==> config.mk <==
export PLATFORM = sky130hd
export DESIGN_NAME = execute_argument_parser_top
export DESIGN_NICKNAME = d
export VERILOG_FILES = /design/src/design/eap_pkg.sv /design/src/design/eap_fsm.sv /design/src/design/execute_argument_parser_top.sv
export VERILOG_INCLUDE_DIRS = /design/src /design/src/design
export SDC_FILE = /design/constraint.sdc
export NUM_CORES = 1
export LEC_CHECK = 0
export ABC_AREA = 1
export BUFFER_PORTS_ARGS = -buffer_cell sky130_fd_sc_hd__buf_2
export CORE_ASPECT_RATIO = 0.8
export CORE_MARGIN = 5
export CORE_UTILIZATION = 43
export CTS_BUF_LIST = sky130_fd_sc_hd__clkbuf_8
export CTS_CLUSTER_DIAMETER = 40
export DETAILED_ROUTE_END_ITERATION = 7
export PLACE_DENSITY = 0.67
export SLEW_MARGIN = 20
export SYNTH_ARGS = -nofsm -noshare
export SYNTH_HDL_FRONTEND = slang
export SYNTH_SLANG_ARGS = --single-unit
==> constraint.sdc <==
create_clock -name clock -period 1.35 [get_ports clock]
set_input_delay 0.27 -clock clock [delete_from_list [all_inputs] [get_ports clock]]
set_output_delay 0.27 -clock clock [all_outputs]
set_load 0.02 [all_outputs]
==> src/design/execute_argument_parser_top_macros.svh <==
// assertion macros shared by the execute argument parser modules
// no dependencies; included by the files that carry assertions
`ifndef EXECUTE_ARGUMENT_PARSER_TOP_MACROS_SVH
`define EXECUTE_ARGUMENT_PARSER_TOP_MACROS_SVH

// same-cycle implication, quiet while reset is high
`define EAP_ASSERT_NOW(lbl, clk, rst, ante, cons) \
   lbl: assert property (@(posedge clk) disable iff (rst) (ante) |-> (cons)) \
      else $error("eap: same-cycle check failed");

// next-cycle implication, quiet while reset is high
`define EAP_ASSERT_NEXT(lbl, clk, rst, ante, cons) \
   lbl: assert property (@(posedge clk) disable iff (rst) (ante) |=> (cons)) \
      else $error("eap: next-cycle check failed");

`endif

==> src/design/eap_pkg.sv <==
// types, character codes and helpers for the execute argument parser
// no dependencies; used by eap_fsm and execute_argument_parser_top
package eap_pkg;

   // parser phases
   typedef enum logic [2:0] {
      PH_FIRST        = 3'd0,
      PH_AFTER_DIGIT  = 3'd1,
      PH_EXPECT_QUOTE = 3'd2,
      PH_IN_VALUE     = 3'd3,
      PH_AFTER_QUOTE  = 3'd4,
      PH_AFTER_COMMA  = 3'd5,
      PH_DONE         = 3'd6,
      PH_ERROR        = 3'd7
   } phase_type;

   // character codes
   localparam logic [7:0] CH_COMMA   = 8'h2c;
   localparam logic [7:0] CH_QUOTE   = 8'h27;
   localparam logic [7:0] CH_EQUALS  = 8'h3d;
   localparam logic [7:0] CH_BANG    = 8'h21;
   localparam logic [7:0] CH_ZERO    = 8'h30;
   localparam logic [7:0] CH_NINE    = 8'h39;
   localparam logic [7:0] VAL_A_LO   = 8'h23;
   localparam logic [7:0] VAL_A_HI   = 8'h26;
   localparam logic [7:0] VAL_B_LO   = 8'h28;
   localparam logic [7:0] VAL_B_HI   = 8'h5b;
   localparam logic [7:0] VAL_C_LO   = 8'h5d;
   localparam logic [7:0] VAL_C_HI   = 8'h7e;

   localparam int unsigned DATA_W  = 8;
   localparam int unsigned INDEX_W = 4;

   // one input item
   typedef struct packed {
      logic              start_flag;
      logic              end_mark;
      logic [DATA_W-1:0] data_byte;
   } item_type;

   // one result item
   typedef struct packed {
      logic               arg_ready;
      logic [INDEX_W-1:0] arg_index;
      logic               arg_with_value;
      logic               value_byte_valid;
      logic [DATA_W-1:0]  value_out;
      logic               value_done;
      logic               payload_done;
      logic               parse_error;
   } result_type;

   // printable class allowed inside a quoted value
   function automatic logic is_value_byte(input logic [DATA_W-1:0] b);
      return (b == CH_BANG)
          || (b >= VAL_A_LO && b <= VAL_A_HI)
          || (b >= VAL_B_LO && b <= VAL_B_HI)
          || (b >= VAL_C_LO && b <= VAL_C_HI);
   endfunction

   function automatic logic is_digit(input logic [DATA_W-1:0] b);
      return (b >= CH_ZERO) && (b <= CH_NINE);
   endfunction

endpackage

==> src/design/eap_fsm.sv <==
// phase state machine and result decode of the execute argument parser
// depends on eap_pkg and execute_argument_parser_top_macros.svh
`include "execute_argument_parser_top_macros.svh"

module eap_fsm (
   input  logic                clock,
   input  logic                reset,
   input  logic                step_en,
   input  eap_pkg::item_type   item,
   output eap_pkg::result_type result
);

   eap_pkg::phase_type phase_ff, phase_in, phase_cur;
   logic [eap_pkg::INDEX_W-1:0] arg_ff, arg_in, arg_cur;
   logic [eap_pkg::DATA_W-1:0]  b;
   logic                        eop;

   // a start flag restarts the parser before the item is handled
   assign phase_cur = item.start_flag ? eap_pkg::PH_FIRST : phase_ff;
   assign arg_cur   = item.start_flag ? '0 : arg_ff;
   assign b         = item.data_byte;
   assign eop       = item.end_mark;

   // next state
   always_comb begin
      phase_in = phase_cur;
      arg_in   = arg_cur;
      unique case (phase_cur)
         eap_pkg::PH_FIRST, eap_pkg::PH_AFTER_COMMA: begin
            if (eop) begin
               phase_in = (phase_cur == eap_pkg::PH_FIRST) ? eap_pkg::PH_DONE
                                                             : eap_pkg::PH_ERROR;
            end else if (eap_pkg::is_digit(b)) begin
               arg_in   = eap_pkg::INDEX_W'(b - eap_pkg::CH_ZERO);
               phase_in = eap_pkg::PH_AFTER_DIGIT;
            end else begin
               phase_in = eap_pkg::PH_ERROR;
            end
         end
         eap_pkg::PH_AFTER_DIGIT: begin
            if (eop) phase_in = eap_pkg::PH_DONE;
            else if (b == eap_pkg::CH_COMMA) phase_in = eap_pkg::PH_AFTER_COMMA;
            else if (b == eap_pkg::CH_EQUALS) phase_in = eap_pkg::PH_EXPECT_QUOTE;
            else phase_in = eap_pkg::PH_ERROR;
         end
         eap_pkg::PH_EXPECT_QUOTE: begin
            phase_in = (!eop && b == eap_pkg::CH_QUOTE) ? eap_pkg::PH_IN_VALUE
                                                        : eap_pkg::PH_ERROR;
         end
         eap_pkg::PH_IN_VALUE: begin
            if (eop) phase_in = eap_pkg::PH_ERROR;
            else if (eap_pkg::is_value_byte(b)) phase_in = eap_pkg::PH_IN_VALUE;
            else if (b == eap_pkg::CH_QUOTE) phase_in = eap_pkg::PH_AFTER_QUOTE;
            else phase_in = eap_pkg::PH_ERROR;
         end
         eap_pkg::PH_AFTER_QUOTE: begin
            if (eop) phase_in = eap_pkg::PH_DONE;
            else if (b == eap_pkg::CH_COMMA) phase_in = eap_pkg::PH_AFTER_COMMA;
            else phase_in = eap_pkg::PH_ERROR;
         end
         eap_pkg::PH_DONE: phase_in = eap_pkg::PH_DONE;
         default:          phase_in = eap_pkg::PH_ERROR;
      endcase
   end

   // result decode
   always_comb begin
      result = '0;
      unique case (phase_cur)
         eap_pkg::PH_AFTER_DIGIT: begin
            if (eop || b == eap_pkg::CH_COMMA) begin
               result.arg_ready = 1'b1;
               result.arg_index = arg_cur;
            end
         end
         eap_pkg::PH_EXPECT_QUOTE: begin
            if (!eop && b == eap_pkg::CH_QUOTE) begin
               result.arg_ready      = 1'b1;
               result.arg_index      = arg_cur;
               result.arg_with_value = 1'b1;
            end
         end
         eap_pkg::PH_IN_VALUE: begin
            if (!eop && eap_pkg::is_value_byte(b)) begin
               result.value_byte_valid = 1'b1;
               result.value_out        = b;
            end else if (!eop && b == eap_pkg::CH_QUOTE) begin
               result.value_done = 1'b1;
            end
         end
         default: begin
            result.arg_ready = 1'b0;
         end
      endcase
      result.payload_done = (phase_in == eap_pkg::PH_DONE);
      result.parse_error  = (phase_in == eap_pkg::PH_ERROR);
   end

   // state registers, advanced once per item
   always_ff @(posedge clock) begin
      if (reset) begin
         phase_ff <= eap_pkg::PH_FIRST;
         arg_ff   <= '0;
      end else if (step_en) begin
         phase_ff <= phase_in;
         arg_ff   <= arg_in;
      end
   end

   // sticky end states hold until a start flag
   `EAP_ASSERT_NEXT(a_done_sticky, clock, reset,
      phase_ff == eap_pkg::PH_DONE && !(step_en && item.start_flag),
      phase_ff == eap_pkg::PH_DONE)
   `EAP_ASSERT_NEXT(a_error_sticky, clock, reset,
      phase_ff == eap_pkg::PH_ERROR && !(step_en && item.start_flag),
      phase_ff == eap_pkg::PH_ERROR)
   // argument index only ever holds a decimal digit
   `EAP_ASSERT_NOW(a_arg_digit, clock, reset, 1'b1, arg_ff <= 4'd9)

endmodule

==> src/design/execute_argument_parser_top.sv <==
// Execute-payload argument parser: takes one payload byte or end mark per item
// and returns one result item for each. Throughput is one item per cycle while
// results are taken; an input register is followed by the result register,
// with the phase state machine in eap_fsm between them. A result waiting in
// the output register does not block the input as long as it is taken.
// depends on eap_pkg, eap_fsm and execute_argument_parser_top_macros.svh
`include "execute_argument_parser_top_macros.svh"

module execute_argument_parser_top (
   input  logic        clock,
   input  logic        reset,
   input  logic        req_tvalid,
   output logic        req_tready,
   input  logic [7:0]  req_tdata,   // [7:0] data_byte
   input  logic        req_tuser,   // [0] start_flag
   input  logic        req_tlast,   // end_mark
   output logic        rsp_tvalid,
   input  logic        rsp_tready,
   output logic [15:0] rsp_tdata,   // [3:0] arg_index, [11:4] value_out, [15:12] zero
   output logic [4:0]  rsp_tuser,   // [0] arg_ready, [1] arg_with_value,
                                    // [2] value_byte_valid, [3] value_done, [4] parse_error
   output logic        rsp_tlast    // payload_done
);

   logic                s1_valid_ff, s1_valid_in;
   eap_pkg::item_type   s1_item_ff;
   logic                rsp_valid_ff, rsp_valid_in;
   eap_pkg::result_type rsp_ff, step_result;
   logic                out_free, s1_go, req_take;

   // handshake control
   assign out_free   = !rsp_valid_ff || rsp_tready;
   assign s1_go      = s1_valid_ff && out_free;
   assign req_tready = !s1_valid_ff || s1_go;
   assign req_take   = req_tvalid && req_tready;

   assign s1_valid_in  = req_take ? 1'b1 : (s1_go ? 1'b0 : s1_valid_ff);
   assign rsp_valid_in = s1_go ? 1'b1 : (rsp_tready ? 1'b0 : rsp_valid_ff);

   // input register
   always_ff @(posedge clock) begin
      if (reset) s1_valid_ff <= 1'b0;
      else       s1_valid_ff <= s1_valid_in;
   end

   always_ff @(posedge clock) begin
      if (req_take) begin
         s1_item_ff.start_flag <= req_tuser;
         s1_item_ff.end_mark   <= req_tlast;
         s1_item_ff.data_byte  <= req_tdata;
      end
   end

   // parser state machine
   eap_fsm u_fsm (
      .clock   (clock),
      .reset   (reset),
      .step_en (s1_go),
      .item    (s1_item_ff),
      .result  (step_result)
   );

   // result register
   always_ff @(posedge clock) begin
      if (reset) rsp_valid_ff <= 1'b0;
      else       rsp_valid_ff <= rsp_valid_in;
   end

   always_ff @(posedge clock) begin
      if (s1_go) rsp_ff <= step_result;
   end

   // output packing
   assign rsp_tvalid = rsp_valid_ff;
   assign rsp_tdata  = {4'b0000, rsp_ff.value_out, rsp_ff.arg_index};
   assign rsp_tuser  = {rsp_ff.parse_error, rsp_ff.value_done, rsp_ff.value_byte_valid,
                        rsp_ff.arg_with_value, rsp_ff.arg_ready};
   assign rsp_tlast  = rsp_ff.payload_done;

   // a result is never both a correct end and an error
   `EAP_ASSERT_NOW(a_done_xor_err, clock, reset, rsp_tvalid, !(rsp_tlast && rsp_tuser[4]))
   // a value flag comes only with an argument report
   `EAP_ASSERT_NOW(a_withval_ready, clock, reset, rsp_tvalid && rsp_tuser[1], rsp_tuser[0])
   // a held input item is never dropped while the output is stalled
   `EAP_ASSERT_NEXT(a_s1_held, clock, reset, s1_valid_ff && !s1_go, s1_valid_ff)

endmodule

-- Yosys cells after proc, flatten, opt, wreduce, memory -nomap -nowiden
Cells that the tools add are included.
- register bits after elaboration: 37
- input bits: 14
- output and inout port bits: 24
- $add $sub $neg: 1
- magnitude comparators: 8
- reduce and logical (&&, ||, !) cells: 23
- eq/ne operators: 12
- multiplexer cells: 28
- bitwise gates (word level): 1
- operators with widths (cell ; count):
    $eq 8x6->1 const B ; 4
    $mux 3 ; 10
    $ge 8x6->1 const B ; 3
    $pmux 3 s6 ; 1
    $le 8x6->1 const B ; 2
    $le 8x7->1 const B ; 2
    $mux 4 ; 4
    $eq 3x3->1 const B ; 5
    $mux 9 ; 1
    $ge 8x7->1 const B ; 1
    $logic_and 1x1->1 ; 8
    $pmux 4 s2 ; 1
    $eq 3x2->1 const B ; 2
    $logic_or 1x1->1 ; 6
    $mux 1 ; 6
    $mux 6 ; 1
    $mux 5 ; 1
    $mux 2 ; 2
    $reduce_bool 2->1 ; 2
    $reduce_or 2->1 ; 2
    $sub 4x1->4 const B ; 1
    $eq 3x1->1 const B ; 1
    $logic_not 1->1 ; 3
    $logic_not 3->1 ; 1
    other kinds (3) ; 3

-- Logic depth before layout (Yosys ltp)
- depth in word-level cells: 9
- gate-level depth with buffers: 12

-- Hierarchy
Synthesis repeated with hierarchy kept, for this count alone.
- cells, all modules: 211
- area total of the unflattened synthesis: 1888.1 sq um
- modules (own cells, without submodules) (module ; sequential area each (sq um) ; area each (sq um) ; times used ; cells each):
    execute_argument_parser_top ; 880.8 ; 965.9 ; 1 ; 45
    eap_fsm ; 140.1 ; 922.1 ; 1 ; 166

-- Least setup slack after synthesis
Ideal clock, no wire load.
- path type: register -> register
- start: reg rsp_valid_ff, in the netlist rsp_tvalid
- end: reg rsp_ff (netlist bit rsp_tdata[0]) (enable)
- arrival: 1130 ps
- stages on the path, launching flop included: 4
- data required time: 973 ps
- period minus slack after synthesis: 1507 ps
- setup slack: -157 ps
- buffers on the path: 0
- path through: dfxtp_1 > nand2_1 > nand2_1 > inv_1
- cells in the longest elaborated chain, start to end: 3
- ends and longest elaborated chain (what ; line ; text):
    start, declared ; execute_argument_parser_top.sv:27 ; logic rsp_valid_ff, rsp_valid_in;
    start signal, assigned ; execute_argument_parser_top.sv:66 ; else rsp_valid_ff <= rsp_valid_in;
    $logic_not 1->1 ; execute_argument_parser_top.sv:32 ; assign out_free = !rsp_valid_ff || rsp_tready;
    $logic_or 1x1->1 ; execute_argument_parser_top.sv:32 ;
    $logic_and 1x1->1 ; execute_argument_parser_top.sv:33 ; assign s1_go = s1_valid_ff && out_free;
    end signal, assigned ; execute_argument_parser_top.sv:70 ; if (s1_go) rsp_ff <= step_result;
    end, declared ; execute_argument_parser_top.sv:28 ; eap_pkg::result_type rsp_ff, step_result;
No other way between the ends.
A chain may end at the register's enable or synchronous reset.

==> results_dict.tcl <==
set metrics [dict create \
    yosysMostFrequentCell "nand2_1" \
    crit_path_max_incr_delay_ns 0.51 \
    netSwitchingPower_uw 718 \
    syn_area_um2 1870 \
    avgSynthCellArea_um2 8.88 \
    postLayoutSetupSlackWorst_ns -0.298 \
    synth_enable_flop_cells 28 \
    n_fill_cell 376 \
    synthTopCellsByCount "42 x nand2_1, 34 x inv_1, 28 x edfxtp_1" \
    worst-setup-path-type "reg2reg" \
    grt_max_degree 25 \
    crit_arrival_ns 1.70 \
    yosysWarnings 0 \
    cts.sinks 37 \
    dp_hpwl_um 2950 \
    syn_inst 211 \
    p_clk_share_pct 29.2 \
    cp.required_ns 1.40 \
    yosys-top-cells-area "edfxtp_1 45%, dfxtp_1 9.6%, nand2_1 8.4%" \
    antenna_found_initial 0 \
    drv_slew 0 \
    synth_ff_type "edfxtp_1" \
    ff_latch_area_um2 1020 \
    chipWidth_um 83.8 \
    die-area_um2 5790 \
    peakVddDrop_uv 607 \
    rows 21 \
    cts_hold_buf 0 \
    slowest_stage "edfxtp_1" \
    fin_skew_ns 0.00351 \
    drtPass1Iterations 4 \
    failed_checks "setup timing" \
    wire_per_inst_um 12.4 \
    critical_path.cell_chain "a21oi_1, nand2_2, nor2_4, a21oi_2, nor2_2, nand2_1, nand2_2, nor2_1" \
    core_um2 4200 \
    drive_gt1_share_pct 45.5 \
    switching_share_pct 28.1 \
    ys_types 26 \
    ios 38 \
    powerDensity_nw_per_um2 970 \
    place_congestion 0.881 \
    synthDominantCellAreaShare_pct 44.9 \
    comb_power_share_pct 18.6 \
    ys_ff_latch 37 \
    clk_path_buf_depth 2 \
    cp_num_buf_inv 0 \
    setup-violations-final 24 \
    totalWireLength_um 4270 \
    clk_pin_slew_worst_paths_ns 0.07 \
    portBuffers 33 \
    final_cells 345 \
    p_int_uw 1840 \
    power_uw 2560 \
    drt_iter0_drc 85 \
    max_freq_mhz 607 \
    path_delay_family "simple AND/OR/NAND/NOR gates" \
    vias 1622 \
    fin_util_pct 62.7 \
    grt_setup_unrepaired "true" \
    nets 301 \
    min_period_ns 1.65 \
    startpoint_type "flop" \
    yosysSeqAreaShare_pct 54.5 \
    drv_cap 0 \
    diodes 0 \
    fin_hold_ws_ns 0.156 \
    cts_made_buffers 5 \
    min-delay-path-class "in2reg" \
    gr-total-overflow 0 \
    multiInputGateArea_um2 828 \
    worstPathMaxFanout 7 \
    hold_viol 0 \
    die_height_um 69.1 \
    outcome "finished, violations left" \
    cp_common_cell "nand2_2" \
    root_buffer "clkbuf_8" \
    yosys.area.top_type "edfxtp_1" \
    drc_errors 0 \
    htree_levels 2 \
    initial_core_util_pct 44.6 \
    power_leakage_uw 0.00122 \
    cts_tree "yes" \
    grt_util_all_layers_pct 14.2 \
    routed_via_density 4.70 \
    clkLatencyLatePin_ns 0.29 \
    detail-route-antenna-nets 0 \
    min_period_over_period_pct 122 \
    grt_first_pass_wirelength_um 6530 \
    regToRegSetupSlack_ns -0.30 \
    area_delta_synth_final_pct 40.6 \
    crit_path_end_kind "flop" \
    grt_pass1_vias 1441 \
    async_reset_ff_share_pct 0 \
    pwr-share-seq_pct 52.2 \
    numPlacedInstances 330 \
]
-- path summary, 6_finish.rpt --
path	from	to	cells after the start
max	s1_item_ff[3]	rsp_tuser[4]	8
min reg2reg	rsp_tvalid	s1_valid_ff	2
max reg2reg	s1_item_ff[3]	rsp_tuser[4]	8
min	req_tlast	s1_item_ff[8]	1
-- cell families (layout without fill, tap and decap cells) --
group           count (synthesis)  in the layout  synth area share, %
flops                          37             37                 54.5
buf+inv                        44            117                 10.1
simple gates                  111            111                 29.7
other cells                     1              5                0.200
compound gates                 18             18                 5.54
-- power groups by stage --
stage	registers, uW	logic, uW	clock network (uW)
2_1_floorplan	1390	223	0
3_3_place_gp	1350	414	0
3_5_place_dp	1350	417	0
4_1_cts	1330	438	770
5_1_grt	1340	521	816
6_report	1330	475	747
-- final cells by class --
type,instances,share of cell area [%]
Clock buffer,5,2.61
Sequential cell,37,38.8
Inverter,39,5.89
Multi-Input combinational cell,134,31.4
Tap cell,57,2.71
Clock inverter,3,0.665
Timing Repair Buffer,70,17.9
-- state kept, by name (all words and copies together), names as in the netlist --
register / flops
rsp_tdata: 12
rsp_tuser: 5
rsp_tvalid: 1
u_fsm.phase_ff: 3
rsp_tlast: 1
u_fsm.arg_ff: 4
s1_valid_ff: 1
s1_item_ff: 10
-- stage by stage --
stage | instance area [um2] | worst slack [ns] | setup TNS [ns]
final | 2640 | -0.298 | -4.15
after global routing | 2640 | -0.361 | -6.11
after floorplan | 1910 | -0.122 | -0.279
after CTS | 2510 | -0.191 | -3.23
after global placement | 2360 | -0.208 | -2.84
after detailed placement | 2360 | -0.233 | -3.33
-- cell usage in the layout (no fill, tap or decap), types with 8 or more instances in the layout --
| master | instances |
|---|---|
| buf_4 | 34 |
| nand2_1 | 33 |
| buf_2 | 33 |
| inv_1 | 32 |
| edfxtp_1 | 28 |
| nor2_1 | 18 |
| nand3_1 | 14 |
| nand2_2 | 10 |
| a21oi_1 | 9 |
| dfxtp_1 | 8 |
-- per-layer routing --
metal,up-vias,global-route usage [%],routed length [um]
li1,839,-,-
met1,729,19.3,2050
met2,48,21.7,1890
met3,6,3.93,247
met4,0,5.36,73
met5,-,0,0
-- repair_timing --
action                     CTS  global route
buffers inserted             5             3
pin swaps                    4             5
setup endpoints to repair   24            24
resized for setup            9            26
Note: power is estimated with default switching activity, not from simulation.
